--- src/adns_pkg.sv ---
// Package for the ASCII decimal number scanner.
// Holds character codes, default parameter values and the power-of-ten tables.
// It depends on nothing else; every other file of the block imports it.
package adns_pkg;

  localparam int unsigned CHAR_W = 8;
  localparam int unsigned OUT_W  = 48;

  localparam logic [CHAR_W-1:0] CH_MINUS = 8'h2D;
  localparam logic [CHAR_W-1:0] CH_DOT   = 8'h2E;
  localparam logic [CHAR_W-1:0] CH_ZERO  = 8'h30;
  localparam logic [CHAR_W-1:0] CH_NINE  = 8'h39;

  localparam int unsigned DEF_INT_BITS        = 32;
  localparam int unsigned DEF_FRAC_BITS       = 16;
  localparam int unsigned DEF_MAX_FRAC_DIGITS = 5;

  // Powers of ten for zero to five kept fraction digits.
  localparam int unsigned POW10 [0:5] = '{1, 10, 100, 1000, 10000, 100000};

  // Smallest s with 2^s >= 10^n; sets the precision of each reciprocal.
  localparam int unsigned FRAC_SHIFT [0:5] = '{0, 4, 7, 10, 14, 17};

  // Sign and saturation of a finished number.
  typedef struct packed {
    logic negative;
    logic saturated;
  } adns_flags_t;

endpackage

--- src/adns_if.sv ---
// Handshake channels of the ASCII decimal number scanner.
// One channel carries characters, the other carries parsed results.
// Depends on adns_pkg for the field widths.
interface adns_char_if import adns_pkg::*; ();
  logic              valid;
  logic              ready;
  logic [CHAR_W-1:0] character;

  modport source (output valid, output character, input ready);
  modport sink (input valid, input character, output ready);
endinterface

interface adns_result_if import adns_pkg::*; ();
  logic                    valid;
  logic                    ready;
  logic signed [OUT_W-1:0] value;
  logic                    overflow;

  modport source (output valid, output value, output overflow, input ready);
  modport sink (input valid, input value, input overflow, output ready);
endinterface

--- src/adns_scale.sv ---
// Result pipeline of the ASCII decimal number scanner: scales the kept fraction
// digits to binary by a reciprocal multiply, then joins, clamps and signs the value.
// Depends on adns_pkg.
module adns_scale import adns_pkg::*; #(
  parameter int unsigned INT_BITS        = DEF_INT_BITS,
  parameter int unsigned FRAC_BITS       = DEF_FRAC_BITS,
  parameter int unsigned MAX_FRAC_DIGITS = DEF_MAX_FRAC_DIGITS,
  localparam int unsigned FACC_W = $clog2(POW10[MAX_FRAC_DIGITS]),
  localparam int unsigned CNT_W  = $clog2(MAX_FRAC_DIGITS + 1)
) (
  input  logic                    clk_i,
  input  logic                    rst_ni,
  input  logic                    adv_i,
  input  logic                    in_valid_i,
  input  adns_flags_t             in_flags_i,
  input  logic [INT_BITS-1:0]     in_int_i,
  input  logic [FACC_W-1:0]       in_frac_i,
  input  logic [CNT_W-1:0]        in_cnt_i,
  output logic                    out_valid_o,
  output logic signed [OUT_W-1:0] out_value_o,
  output logic                    out_overflow_o
);

  localparam int unsigned DEPTH   = MAX_FRAC_DIGITS + 1;
  localparam int unsigned PW      = $clog2(POW10[MAX_FRAC_DIGITS] + 1);
  localparam int unsigned RW      = FRAC_BITS + 1;
  localparam int unsigned PRODW   = FACC_W + RW;
  localparam int unsigned XW      = FACC_W + FRAC_BITS;
  localparam int unsigned QW      = FRAC_BITS + 1;
  localparam int unsigned SHW     = 5;
  localparam int unsigned MAGW    = INT_BITS + FRAC_BITS + 1;
  localparam int unsigned LIM_EXP = (INT_BITS - 1 + FRAC_BITS < OUT_W - 1) ?
                                    (INT_BITS - 1 + FRAC_BITS) : (OUT_W - 1);

  logic [RW-1:0]  recip_tab [DEPTH];
  logic [PW-1:0]  pow_tab   [DEPTH];
  logic [PW-1:0]  half_tab  [DEPTH];
  logic [SHW-1:0] shift_tab [DEPTH];

  for (genvar k = 0; k < DEPTH; k++) begin : g_tab
    localparam logic [RW-1:0] RECIP =
      RW'(((64'd1) << (FRAC_SHIFT[k] + FRAC_BITS)) / POW10[k]);
    assign recip_tab[k] = RECIP;
    assign pow_tab[k]   = PW'(POW10[k]);
    assign half_tab[k]  = PW'(POW10[k] / 2);
    assign shift_tab[k] = SHW'(FRAC_SHIFT[k]);
  end

  // Stage a: captured number.
  logic                vld_a_q;
  adns_flags_t         flg_a_q;
  logic [INT_BITS-1:0] int_a_q;
  logic [FACC_W-1:0]   frac_a_q;
  logic [CNT_W-1:0]    cnt_a_q;
  // Stage b: reciprocal product.
  logic                vld_b_q;
  adns_flags_t         flg_b_q;
  logic [INT_BITS-1:0] int_b_q;
  logic [CNT_W-1:0]    cnt_b_q;
  logic [PRODW-1:0]    prod_b_q;
  logic [XW-1:0]       x_b_q;
  // Stage c: quotient estimate and its back product.
  logic                vld_c_q;
  adns_flags_t         flg_c_q;
  logic [INT_BITS-1:0] int_c_q;
  logic [CNT_W-1:0]    cnt_c_q;
  logic [XW-1:0]       x_c_q;
  logic [QW-1:0]       q0_c_q;
  logic [XW-1:0]       qp_c_q;
  // Stage d: rounded fraction.
  logic                vld_d_q;
  adns_flags_t         flg_d_q;
  logic [INT_BITS-1:0] int_d_q;
  logic [QW-1:0]       q_d_q;
  // Stage e: clamped magnitude.
  logic                vld_e_q;
  logic                neg_e_q;
  logic [LIM_EXP:0]    mag_e_q;
  logic                ovf_e_q;
  // Result register.
  logic                    out_vld_q;
  logic signed [OUT_W-1:0] value_q;
  logic                    ovf_q;

  logic [PRODW-1:0] prod_a;
  logic [XW-1:0]    x_a;
  logic [QW-1:0]    q0_b;
  logic [XW-1:0]    qp_b;
  logic [XW-1:0]    r_c;
  logic [XW-1:0]    p_c;
  logic             inc1_c;
  logic             inc2_c;
  logic [QW-1:0]    q_c;
  logic [MAGW-1:0]  mag_d;
  logic [MAGW-1:0]  lim_d;
  logic             over_d;
  logic [LIM_EXP:0] mag_e_d;
  logic [OUT_W-1:0] m_e;
  logic [OUT_W-1:0] value_d;

  // The fraction D of n digits becomes round(D * 2^FRAC_BITS / 10^n). The
  // reciprocal estimate is at most two below the true quotient, so the
  // remainder against 10^n picks one of three corrections.
  always_comb begin
    prod_a = PRODW'(frac_a_q) * PRODW'(recip_tab[cnt_a_q]);
    x_a    = (XW'(frac_a_q) << FRAC_BITS) + XW'(half_tab[cnt_a_q]);

    q0_b = QW'(prod_b_q >> shift_tab[cnt_b_q]);
    qp_b = XW'(q0_b) * XW'(pow_tab[cnt_b_q]);

    r_c    = x_c_q - qp_c_q;
    p_c    = XW'(pow_tab[cnt_c_q]);
    inc1_c = r_c >= p_c;
    inc2_c = r_c >= (p_c << 1);
    q_c    = q0_c_q + QW'(inc1_c) + QW'(inc2_c);

    mag_d   = (MAGW'(int_d_q) << FRAC_BITS) + MAGW'(q_d_q);
    lim_d   = (MAGW'(1) << LIM_EXP) - MAGW'(!flg_d_q.negative);
    over_d  = flg_d_q.saturated || (mag_d > lim_d);
    mag_e_d = over_d ? lim_d[LIM_EXP:0] : mag_d[LIM_EXP:0];

    m_e     = OUT_W'(mag_e_q);
    value_d = neg_e_q ? (OUT_W'(0) - m_e) : m_e;
  end

  always_ff @(posedge clk_i or negedge rst_ni) begin
    if (!rst_ni) begin
      vld_a_q   <= 1'b0;
      vld_b_q   <= 1'b0;
      vld_c_q   <= 1'b0;
      vld_d_q   <= 1'b0;
      vld_e_q   <= 1'b0;
      out_vld_q <= 1'b0;
    end else if (adv_i) begin
      vld_a_q   <= in_valid_i;
      vld_b_q   <= vld_a_q;
      vld_c_q   <= vld_b_q;
      vld_d_q   <= vld_c_q;
      vld_e_q   <= vld_d_q;
      out_vld_q <= vld_e_q;
    end
  end

  always_ff @(posedge clk_i) begin
    if (adv_i) begin
      flg_a_q  <= in_flags_i;
      int_a_q  <= in_int_i;
      frac_a_q <= in_frac_i;
      cnt_a_q  <= in_cnt_i;

      flg_b_q  <= flg_a_q;
      int_b_q  <= int_a_q;
      cnt_b_q  <= cnt_a_q;
      prod_b_q <= prod_a;
      x_b_q    <= x_a;

      flg_c_q  <= flg_b_q;
      int_c_q  <= int_b_q;
      cnt_c_q  <= cnt_b_q;
      x_c_q    <= x_b_q;
      q0_c_q   <= q0_b;
      qp_c_q   <= qp_b;

      flg_d_q  <= flg_c_q;
      int_d_q  <= int_c_q;
      q_d_q    <= q_c;

      neg_e_q  <= flg_d_q.negative;
      mag_e_q  <= mag_e_d;
      ovf_e_q  <= over_d;

      value_q  <= $signed(value_d);
      ovf_q    <= ovf_e_q;
    end
  end

  assign out_valid_o    = out_vld_q;
  assign out_value_o    = value_q;
  assign out_overflow_o = ovf_q;

`ifndef ASSERT_OFF
  // The quotient estimate never falls more than two short.
  a_rem_bound: assert property (@(posedge clk_i) disable iff (!rst_ni)
    vld_c_q |-> r_c < ((p_c << 1) + p_c))
    else $error("fraction remainder out of range");

  // A rounded fraction never exceeds one whole unit.
  a_frac_bound: assert property (@(posedge clk_i) disable iff (!rst_ni)
    vld_d_q |-> q_d_q <= (QW'(1) << FRAC_BITS))
    else $error("scaled fraction too large");

  // The pipeline holds all its stages while the result waits.
  a_hold: assert property (@(posedge clk_i) disable iff (!rst_ni)
    !adv_i |=> $stable({vld_a_q, vld_b_q, vld_c_q, vld_d_q, vld_e_q, out_vld_q}))
    else $error("pipeline moved while stalled");
`endif

endmodule

--- src/ascii_decimal_number_scanner_unit.sv ---
// Top level of the ASCII decimal number scanner.
// Scans characters into integer and fraction accumulators and feeds adns_scale.
// Depends on adns_pkg, adns_if (channels) and adns_scale.
//
// The block takes one ASCII character per item and returns a signed fixed-point
// number with FRAC_BITS fraction bits each time a number ends. Characters are
// skipped until a minus sign or a digit starts a number; digits then build the
// integer part, and when fraction_mode is set a dot starts up to MAX_FRAC_DIGITS
// kept fraction digits (later ones are dropped). The first character that cannot
// continue the number is consumed and ends it, producing one result; a lone minus
// gives zero. An integer part that grows past INT_BITS signed bits clamps to the
// most positive or most negative code and raises overflow, as does a rounding
// carry past the output range. One character is taken every clock cycle unless
// the input stalls: the scan state is updated by a single multiply-by-ten-and-add
// step per cycle. A result is ready once the fraction has been scaled by a
// reciprocal multiply, a back multiply with correction, and the final clamp and
// sign stages. The input stalls only while a result sits in the output register
// and is not taken. fraction_mode should be written only while the block is idle.
module ascii_decimal_number_scanner_unit import adns_pkg::*; #(
  parameter int unsigned INT_BITS        = DEF_INT_BITS,
  parameter int unsigned FRAC_BITS       = DEF_FRAC_BITS,
  parameter int unsigned MAX_FRAC_DIGITS = DEF_MAX_FRAC_DIGITS
) (
  input  logic          clk_i,
  input  logic          rst_ni,
  input  logic          cfg_we_i,
  input  logic          cfg_wdata_i,
  adns_char_if.sink     char_i,
  adns_result_if.source res_o
);

  localparam int unsigned FACC_W = $clog2(POW10[MAX_FRAC_DIGITS]);
  localparam int unsigned CNT_W  = $clog2(MAX_FRAC_DIGITS + 1);
  localparam int unsigned ACC_W  = INT_BITS + 4;
  localparam int unsigned FNX_W  = FACC_W + 4;

  localparam logic [INT_BITS-1:0] INT_TOP = {1'b1, {(INT_BITS - 1){1'b0}}};

  // Scan phases.
  localparam logic [1:0] PH_SKIP = 2'd0;
  localparam logic [1:0] PH_INT  = 2'd1;
  localparam logic [1:0] PH_FRAC = 2'd2;

  logic                mode_q;
  logic [1:0]          phase_q, phase_d;
  logic                neg_q, neg_d;
  logic                sat_q, sat_d;
  logic [INT_BITS-1:0] iacc_q, iacc_d;
  logic [FACC_W-1:0]   facc_q, facc_d;
  logic [CNT_W-1:0]    fcnt_q, fcnt_d;

  logic                adv;
  logic                ch_acc;
  logic                is_dig;
  logic [3:0]          digit;
  logic [INT_BITS-1:0] int_lim;
  logic [ACC_W-1:0]    int_next;
  logic [FNX_W-1:0]    frac_next;
  logic                emit;
  adns_flags_t         flags;
  logic                s_valid;

  // Everything moves unless a finished result is waiting for its taker.
  assign adv          = !(s_valid && !res_o.ready);
  assign char_i.ready = adv;
  assign ch_acc       = char_i.valid && adv;

  assign is_dig    = (char_i.character >= CH_ZERO) && (char_i.character <= CH_NINE);
  assign digit     = char_i.character[3:0];
  assign int_lim   = INT_TOP - INT_BITS'(!neg_q);
  assign int_next  = ACC_W'({iacc_q, 3'b000}) + ACC_W'({iacc_q, 1'b0}) + ACC_W'(digit);
  assign frac_next = FNX_W'({facc_q, 3'b000}) + FNX_W'({facc_q, 1'b0}) + FNX_W'(digit);

  always_comb begin
    phase_d = phase_q;
    neg_d   = neg_q;
    sat_d   = sat_q;
    iacc_d  = iacc_q;
    facc_d  = facc_q;
    fcnt_d  = fcnt_q;
    emit    = 1'b0;
    if (ch_acc) begin
      unique case (phase_q)
        PH_INT: begin
          if (is_dig) begin
            if (sat_q || (int_next > ACC_W'(int_lim))) begin
              iacc_d = int_lim;
              sat_d  = 1'b1;
            end else begin
              iacc_d = int_next[INT_BITS-1:0];
            end
          end else if ((char_i.character == CH_DOT) && mode_q) begin
            phase_d = PH_FRAC;
          end else begin
            emit = 1'b1;
          end
        end
        PH_FRAC: begin
          if (is_dig) begin
            if (fcnt_q < CNT_W'(MAX_FRAC_DIGITS)) begin
              facc_d = frac_next[FACC_W-1:0];
              fcnt_d = fcnt_q + CNT_W'(1);
            end
          end else begin
            emit = 1'b1;
          end
        end
        default: begin
          // Skipping; the unused phase code behaves the same way.
          if (char_i.character == CH_MINUS) begin
            phase_d = PH_INT;
            neg_d   = 1'b1;
            sat_d   = 1'b0;
            iacc_d  = '0;
            facc_d  = '0;
            fcnt_d  = '0;
          end else if (is_dig) begin
            phase_d = PH_INT;
            neg_d   = 1'b0;
            sat_d   = 1'b0;
            iacc_d  = INT_BITS'(digit);
            facc_d  = '0;
            fcnt_d  = '0;
          end else begin
            phase_d = PH_SKIP;
          end
        end
      endcase
      // A finished number hands its state to the pipeline and starts over.
      if (emit) begin
        phase_d = PH_SKIP;
        neg_d   = 1'b0;
        sat_d   = 1'b0;
        iacc_d  = '0;
        facc_d  = '0;
        fcnt_d  = '0;
      end
    end
  end

  always_ff @(posedge clk_i or negedge rst_ni) begin
    if (!rst_ni) begin
      mode_q  <= 1'b0;
      phase_q <= PH_SKIP;
      neg_q   <= 1'b0;
      sat_q   <= 1'b0;
      iacc_q  <= '0;
      facc_q  <= '0;
      fcnt_q  <= '0;
    end else begin
      if (cfg_we_i) begin
        mode_q <= cfg_wdata_i;
      end
      phase_q <= phase_d;
      neg_q   <= neg_d;
      sat_q   <= sat_d;
      iacc_q  <= iacc_d;
      facc_q  <= facc_d;
      fcnt_q  <= fcnt_d;
    end
  end

  assign flags.negative  = neg_q;
  assign flags.saturated = sat_q;

  adns_scale #(
    .INT_BITS        (INT_BITS),
    .FRAC_BITS       (FRAC_BITS),
    .MAX_FRAC_DIGITS (MAX_FRAC_DIGITS)
  ) u_scale (
    .clk_i          (clk_i),
    .rst_ni         (rst_ni),
    .adv_i          (adv),
    .in_valid_i     (emit),
    .in_flags_i     (flags),
    .in_int_i       (iacc_q),
    .in_frac_i      (facc_q),
    .in_cnt_i       (fcnt_q),
    .out_valid_o    (s_valid),
    .out_value_o    (res_o.value),
    .out_overflow_o (res_o.overflow)
  );

  assign res_o.valid = s_valid;

`ifndef ASSERT_OFF
  // Once saturated, the integer part stays pinned at its limit.
  a_sat_pinned: assert property (@(posedge clk_i) disable iff (!rst_ni)
    sat_q |-> iacc_q == int_lim)
    else $error("saturated integer part left its limit");

  // The kept digit count never passes its maximum.
  a_cnt_bound: assert property (@(posedge clk_i) disable iff (!rst_ni)
    fcnt_q <= CNT_W'(MAX_FRAC_DIGITS))
    else $error("fraction digit count too large");

  // While skipping, no number is half built.
  a_skip_clear: assert property (@(posedge clk_i) disable iff (!rst_ni)
    phase_q == PH_SKIP |-> iacc_q == '0 && !neg_q && !sat_q && facc_q == '0 && fcnt_q == '0)
    else $error("stale number state while skipping");

  // Fraction digits exist only in the fraction phase.
  a_frac_only: assert property (@(posedge clk_i) disable iff (!rst_ni)
    phase_q != PH_FRAC |-> fcnt_q == '0 && facc_q == '0)
    else $error("fraction state outside fraction phase");
`endif

endmodule

--- src/flat_wrapper.sv ---
// flat-port wrapper written by rule: the top's interface ports become plain ports
module ascii_decimal_number_scanner_unit_flat import adns_pkg::*;
#(
  parameter int unsigned INT_BITS        = DEF_INT_BITS,
  parameter int unsigned FRAC_BITS       = DEF_FRAC_BITS,
  parameter int unsigned MAX_FRAC_DIGITS = DEF_MAX_FRAC_DIGITS
)
  (clk_i, rst_ni, cfg_we_i, cfg_wdata_i, char_i_valid, char_i_character, char_i_ready, res_o_valid, res_o_value, res_o_overflow, res_o_ready);
  adns_char_if char_i_i ();
  adns_result_if res_o_i ();
  input  logic clk_i;
  input  logic rst_ni;
  input  logic cfg_we_i;
  input  logic cfg_wdata_i;
  input wire logic [$bits(char_i_i.valid)-1:0] char_i_valid;
  input wire logic [$bits(char_i_i.character)-1:0] char_i_character;
  output wire logic [$bits(char_i_i.ready)-1:0] char_i_ready;
  output wire logic [$bits(res_o_i.valid)-1:0] res_o_valid;
  output wire logic [$bits(res_o_i.value)-1:0] res_o_value;
  output wire logic [$bits(res_o_i.overflow)-1:0] res_o_overflow;
  input wire logic [$bits(res_o_i.ready)-1:0] res_o_ready;
  assign char_i_i.valid = char_i_valid;
  assign char_i_i.character = char_i_character;
  assign char_i_ready = char_i_i.ready;
  assign res_o_valid = res_o_i.valid;
  assign res_o_value = res_o_i.value;
  assign res_o_overflow = res_o_i.overflow;
  assign res_o_i.ready = res_o_ready;
  ascii_decimal_number_scanner_unit #(.INT_BITS(INT_BITS), .FRAC_BITS(FRAC_BITS), .MAX_FRAC_DIGITS(MAX_FRAC_DIGITS)) u_core (.clk_i(clk_i), .rst_ni(rst_ni), .cfg_we_i(cfg_we_i), .cfg_wdata_i(cfg_wdata_i), .char_i(char_i_i), .res_o(res_o_i));
endmodule
--- config.mk ---
export PLATFORM = sky130hd
export DESIGN_NAME = ascii_decimal_number_scanner_unit_flat
export DESIGN_NICKNAME = d
export VERILOG_FILES = /design/src/adns_pkg.sv /design/src/adns_if.sv /design/src/adns_scale.sv /design/src/ascii_decimal_number_scanner_unit.sv /design/src/flat_wrapper.sv
export SDC_FILE = /design/constraint.sdc
export NUM_CORES = 2
export LEC_CHECK = 0
export ABC_CLOCK_PERIOD_IN_PS = 12550
export BUFFER_PORTS_ARGS = -buffer_cell sky130_fd_sc_hd__buf_2
export CORE_AREA = 2 2 274 276
export DETAILED_ROUTE_END_ITERATION = 12
export DIE_AREA = 0 0 276 278
export GPL_ROUTABILITY_DRIVEN = 0
export GPL_TIMING_DRIVEN = 0
export PLACE_DENSITY = 0.78
export SLEW_MARGIN = 15
export SYNTH_ARGS = -nofsm -noshare
export SYNTH_HDL_FRONTEND = slang
export SYNTH_HIERARCHICAL = 1
export SYNTH_SLANG_ARGS = --single-unit
--- constraint.sdc ---
create_clock -name clk_i -period 12.55 [get_ports clk_i]
set_input_delay 1.255 -clock clk_i [delete_from_list [all_inputs] [get_ports clk_i]]
set_output_delay 1.255 -clock clk_i [all_outputs]
set_load 0.02 [all_outputs]
======== Word level (Yosys, flattened, before mapping) ========
Memory sizes are Yosys's and may differ from the RTL's.
Index checks and enable logic that the tools add are counted.
operators by class
  order comparisons ....................... 10
  bitwise logic cells ..................... 3
  shift operators ......................... 1
  equality and inequality tests ........... 13
  reductions and logical operators ........ 17
  muxes and demuxes ....................... 51
  multiply operators ...................... 2
  $add $sub $neg .......................... 13
operator list
  kind                                                 number
  2-to-1 mux 17 bit                                    13
  2-to-1 mux 32 bit                                    5
  2-to-1 mux 48 bit                                    2
  case mux 32 bit (2 select lines)                     1
  adder 48 x 17 -> 49 bit                              1
  > comparator 49 bit                                  1
  subtractor 48 x 1 -> 49 bit, first input constant    1
  subtractor 1 x 48 -> 48 bit, first input constant    1
  adder 35 x 33 -> 36 bit                              1
  adder 36 x 4 -> 36 bit                               1
  > comparator 36 x 32 -> 1 bit                        1
  adder 17 x 1 -> 17 bit                               2
  multiplier 17 x 17 -> 34 bit                         1
  case mux 17 bit (2 select lines)                     1
  >> shifter 34 x 5 -> 17 bit                          1
  adder 33 x 17 -> 33 bit                              1
  >= comparator 33 x 17 -> 1 bit                       1
  >= comparator 33 x 18 -> 1 bit                       1
  multiplier 17 x 17 -> 33 bit                         1
  subtractor 33 bit                                    1
  subtractor 32 x 1 -> 32 bit, first input constant    1
  adder 17 bit                                         1
  adder 17 x 4 -> 17 bit                               1
  equality test 8 x 6 -> 1 bit, second input constant  2
  26 further kinds                                     67
word-level totals
  output and inout bits ................... 51
  memories ................................ 5
  memory bits (read-only) ................. 584
  bits in registers ....................... 491
  word-level logic and storage cells ...... 155
memories
  memory           depth  bits a word  read ports  clocked after memory_dff  write ports  RTL line           RTL
  (no name shown)  8      17           1           0                         0            adns_scale.sv:112  p_c = XW'(pow_tab[cnt_c_q]);
  (no name shown)  8      17           1           0                         0            adns_scale.sv:109  qp_b = XW'(q0_b) * XW'(pow_tab[cnt_b_q]);
  (no name shown)  8      17           1           0                         0            adns_scale.sv:106  x_a = (XW'(frac_a_q) << FRAC_BITS) + XW'(half_tab[cnt_a_q]);
  (no name shown)  8      17           1           0                         0            adns_scale.sv:105  prod_a = PRODW'(frac_a_q) * PRODW'(recip_tab[cnt_a_q]);
  (no name shown)  8      5            1           0                         0            adns_scale.sv:108  q0_b = QW'(prod_b_q >> shift_tab[cnt_b_q]);

======== Longest topological paths before layout ========
  word-level depth ........................ 8
  gate-level depth with buffers ........... 38
  gate-level depth less buffers ........... 36

======== Cells and area by module ========
Netlist, hierarchy kept.
by module, submodules not included
  module                             area each (µm²)  cells an instance  instances
  adns_scale                         36904.1          3371               1
  ascii_decimal_number_scanner_unit  6313.6           723                1

======== Least setup slack after synthesis ========
No wires, ideal clock.
  path type ............................... input to register
  start ................................... in res_o_ready
  end ..................................... reg u_core.fcnt_q[1]
  path slack .............................. -1.670 ns
  path buffers ............................ 2
  arrival time ............................ 14.084 ns
  cell stages on the path ................. 8
  library setup time ...................... 0.136 ns
  path through ............................ nand2b_1 -> nand2_1 -> a21oi_1 -> o21ai_0 -> clkbuf_1 -> buf_2 -> nand2_1 -> o21ai_0
between the ends
  cells in the longest elaborated chain, start to end .. 5
RTL lines
  what                           RTL line                                  RTL
  start, declared                flat_wrapper.sv:21                        input wire logic [$bits(res_o_i.ready)-1:0] res_o_ready;
  logical NOT 1 bit              ascii_decimal_number_scanner_unit.sv:64   assign adv = !(s_valid && !res_o.ready);
  logical AND 1 bit              ascii_decimal_number_scanner_unit.sv:64
  logical NOT 1 bit              ascii_decimal_number_scanner_unit.sv:64
  logical AND 1 bit              ascii_decimal_number_scanner_unit.sv:66   assign ch_acc = char_i.valid && adv;
  AND reduction 5 bit (no line)  -
  end signal, assigned           ascii_decimal_number_scanner_unit.sv:159  fcnt_q <= fcnt_d;
  end, declared                  ascii_decimal_number_scanner_unit.sv:50   logic [CNT_W-1:0] fcnt_q, fcnt_d;
Every way passes these cells.
A chain may end at the register's enable or synchronous reset.

======== Worst setup path after layout ========
  start ................................... reg u_core.u_scale.cnt_b_q[0]
  end ..................................... reg u_core.u_scale.qp_c_q[32], data pin
between the ends
  cells in the longest elaborated chain, start to end .. 6
RTL lines
  what                                                 RTL line           RTL
  start, declared                                      adns_scale.sv:59   logic [CNT_W-1:0] cnt_b_q;
  start signal, assigned                               adns_scale.sv:153  cnt_b_q <= cnt_a_q;
  inverter 3 -> 4 bit (not written as such)            adns_scale.sv:108
  memory read (8 x 5 bit)                              -
  2-to-1 mux 5 bit (not written as such) (2 in a row)  adns_scale.sv:108
  >> shifter 34 x 5 -> 17 bit                          adns_scale.sv:108
  named net u_core.u_scale.q0_b[10]                    adns_scale.sv:87   logic [QW-1:0] q0_b;
  multiplier 17 x 17 -> 33 bit                         adns_scale.sv:109
  named net u_core.u_scale.qp_b[32]                    adns_scale.sv:88   logic [XW-1:0] qp_b;
  end signal, assigned                                 adns_scale.sv:162  qp_c_q <= qp_b;
  end, declared                                        adns_scale.sv:69   logic [XW-1:0] qp_c_q;
The timed path passes the listed nets, and every way through them passes these cells. The select of a mux whose other input is x is not followed.

==> metrics.txt <==
status=complete, but fails checks; failing checks=design-rule violations; later-pin clock latency in the skew report=0.62 ns; clock skew=0.0191 ns; DR vias=30623; Leak Pwr=24.0 nW; VDD IR max=109 uV; largest family of logic cells by synthesized area=adder cells; post-synthesis cell area=43200 um2; clock share of power=35.7%; I/O Buffers=64; vias in the first global route=31952; crit path max fanout=10; final setup vio count=0; Synth Area in Simple Gates=11.1%; Initial Util=58.5%; layout cells sized above 1=7.62%; Hold Path Class=register to register; worst slew pin tran=1.16 ns; Worst-path clk slew=0.06 ns; unrepaired setup endpoints after global routing=no; hold_sp=u_core/u_scale/int_c_q[9]; Max Root-Sink Buffers=3; DP HPWL=84800 um; Post-CTS Resized=0; EDFF count, synth=418; drt first-iter violations=2547; first-pass GRT wire length=169000 um; ANT nets after route=0; sequential cell area fraction in the yosys report=32.7%; area fraction in compound gates after synthesis=9.48%; setup_tns=0 ns; critical path startpoint=u_core/u_scale/cnt_b_q[0]; Worst EP arrival=10.95 ns; Final period util=84.3%; cts-stage hold buffer count=0; met1 wire length=40200 um; switch share=29.3%; Slew headroom=22.8%; Post-Syn Nets=4994; post-synthesis xor/xnor area fraction=4.22%; synth warn=6; slowest cell on the critical path=a221oi_2; Slew Limit Fails=0; CTS Root Cell=clkbuf_16; PnR worst setup slack=1.97 ns; CP Capture Type=register; CP max stage delay=0.94 ns; vias per inst=5.85; row cnt=100; Syn Area/Cell=10.6 um2; Final Hold Vio Count=0; internal power=3.08 mW; clock buffer count from CTS=52; core region area=73800 um2; Final min period=10.58 ns; type of origin of the critical path=register; Reg power frac=43.9%; Chip Height=278 um; Synth Area in Adders=32.6%; Post-Syn Instances=4094; initial antenna violation count=2; Synth cell types=89; Worst Hold Slack=0.412 ns; Pwr Density=93.3 nW/um2; CTS tree=done; WL met2=50700 um; ys flop type=edfxtp_1; Total Nets Final=5122; Die Width=276 um; max-cap viol count=0; FMAX=0.0945 GHz; highest metal layer with signal wires=met5; flops & latches, synth=481; dpl ws=2.35 ns; global route overflow=0; worst r2r src=u_core/u_scale/cnt_b_q[0]; Net Sw Power=1.28 mW; pin count of the biggest net entering global routing=67; IO Count=65; Sink Count=481; DIE AREA=76700 um2; Post-route DRC=4; Data required, critical path=12.92 ns; met3 WL post-DR=7820 um; drt wl/cell=20.2 um; fraction of registers with async set/reset=13.1%; routed wire length=106000 um; CP Class=register to register; CTS H-tree lvls=2; mux cell area share after synthesis=3.00%; Pre-antenna DRT Iters=12; area grow syn2layout=8.17%; Setup Fix Bufs, Post-CTS=0; CP dominant cell by count=fa_1; Tot GR Track Use=28.0%; Gate power share=20.4%
==> registers in the layout (all words and copies together), names as in the netlist, 28 cells and up <==
name / flops
u_core/iacc_q: 32
u_core/u_scale/int_d_q: 32
u_core/u_scale/x_c_q: 28
u_core/u_scale/qp_c_q: 33
u_core/u_scale/int_c_q: 32
u_core/u_scale/x_b_q: 28
u_core/u_scale/int_a_q: 32
u_core/u_scale/m_e: 48
u_core/u_scale/int_b_q: 32
u_core/u_scale/prod_b_q: 34
u_core/u_scale/out_value_o: 48
==> worst paths after layout <==
check                                             to  slack, ns  cells after the start
setup / recovery           u_core/u_scale/qp_c_q[32]       1.97                     31
hold / removal             u_core/u_scale/int_d_q[9]       0.41                      0
setup reg to reg           u_core/u_scale/qp_c_q[32]       1.97                     31
hold reg to reg            u_core/u_scale/int_d_q[9]       0.41                      0
max in group asynchronous          u_core/iacc_q[21]      11.47                      2
min in group asynchronous              u_core/mode_q       0.50                      1
==> cells in the final DEF (no fill, tap or decap), types with 92 or more instances in the layout <==
master | Yosys | final
inv_1 | 670 | 670
ha_1 | 484 | 484
edfxtp_1 | 418 | 418
fa_1 | 402 | 402
nand2_1 | 400 | 400
nor2_1 | 217 | 217
xnor2_1 | 153 | 153
a21oi_1 | 149 | 149
o21ai_0 | 116 | 116
a21o_1 | 92 | 92
==> final cells by class <==
type	instances	area, um2
multi-input cells	2834	26100
diodes	1	2.50
repair buffers	74	558
clock inverters	39	412
well taps	969	1210
plain buffers	108	470
fillers	5706	27100
inverters	671	2520
flip-flops and latches	481	14100
clock buffers	59	1340
==> critical path, delay by kind of cell, from the launching register on <==
kind	cells	cell delay (ns)
AOI/OAI and AO/OA	10	3.34
DFF	1	0.71
adders and majority gates	8	3.62
and+or+nand+nor	3	0.89
xor gates and xnor gates	1	0.09
muxes	3	0.57
buffers and inverters	6	1.11
==> metrics by stage <==
stage	cell area, um2	std cells	power (mW)	util (%)
4_1_cts	46700	5235	4.38	63.3
5_1_grt	46700	5236	4.55	63.3
3_5_place_dp	45000	5137	2.82	61.0
3_3_place_gp	44800	5127	2.78	60.6
6_report	46700	5236	4.36	63.3
2_1_floorplan	43200	4094	2.55	-
==> kinds of logic after synthesis <==
logic type | Yosys count
fa+ha+maj | 886
simple gates | 1019
mux | 122
buf+inv | 779
flops | 481
xor+xnor | 208
compound gates | 599
==> metal layers <==
metal  track usage, %  vias up
met4             15.6        2
li1                 -    14119
met3             4.62      393
met2             47.9     1289
met1             34.0    14820
met5                0        -
==> synthesized netlist by cell type (49+ instances only) <==
cell type | number | area (um2)
mux2i_1 | 63 | 631
o21ai_0 | 116 | 581
a21oi_1 | 149 | 746
fa_1 | 402 | 8050
a21o_1 | 92 | 691
clkbuf_1 | 80 | 300
nand2_1 | 400 | 1500
ha_1 | 484 | 6060
mux2_2 | 59 | 664
nor2_1 | 217 | 815
nand3_1 | 81 | 405
xnor2_1 | 153 | 1340
inv_1 | 670 | 2510
xor2_1 | 55 | 482
dfrtp_1 | 63 | 1580
edfxtp_1 | 418 | 12600
nand4_1 | 49 | 307
==> power by group through the flow <==
stage / clock, mW / sequential [mW] / combinational (mW)
after floorplan: 0 / 1.98 / 0.571
after global placement: 0 / 1.95 / 0.830
after detailed placement: 0 / 1.95 / 0.869
after CTS: 1.59 / 1.92 / 0.878
after global routing: 1.64 / 1.93 / 0.978
final: 1.55 / 1.92 / 0.890
(Power assumes the default switching activity.)
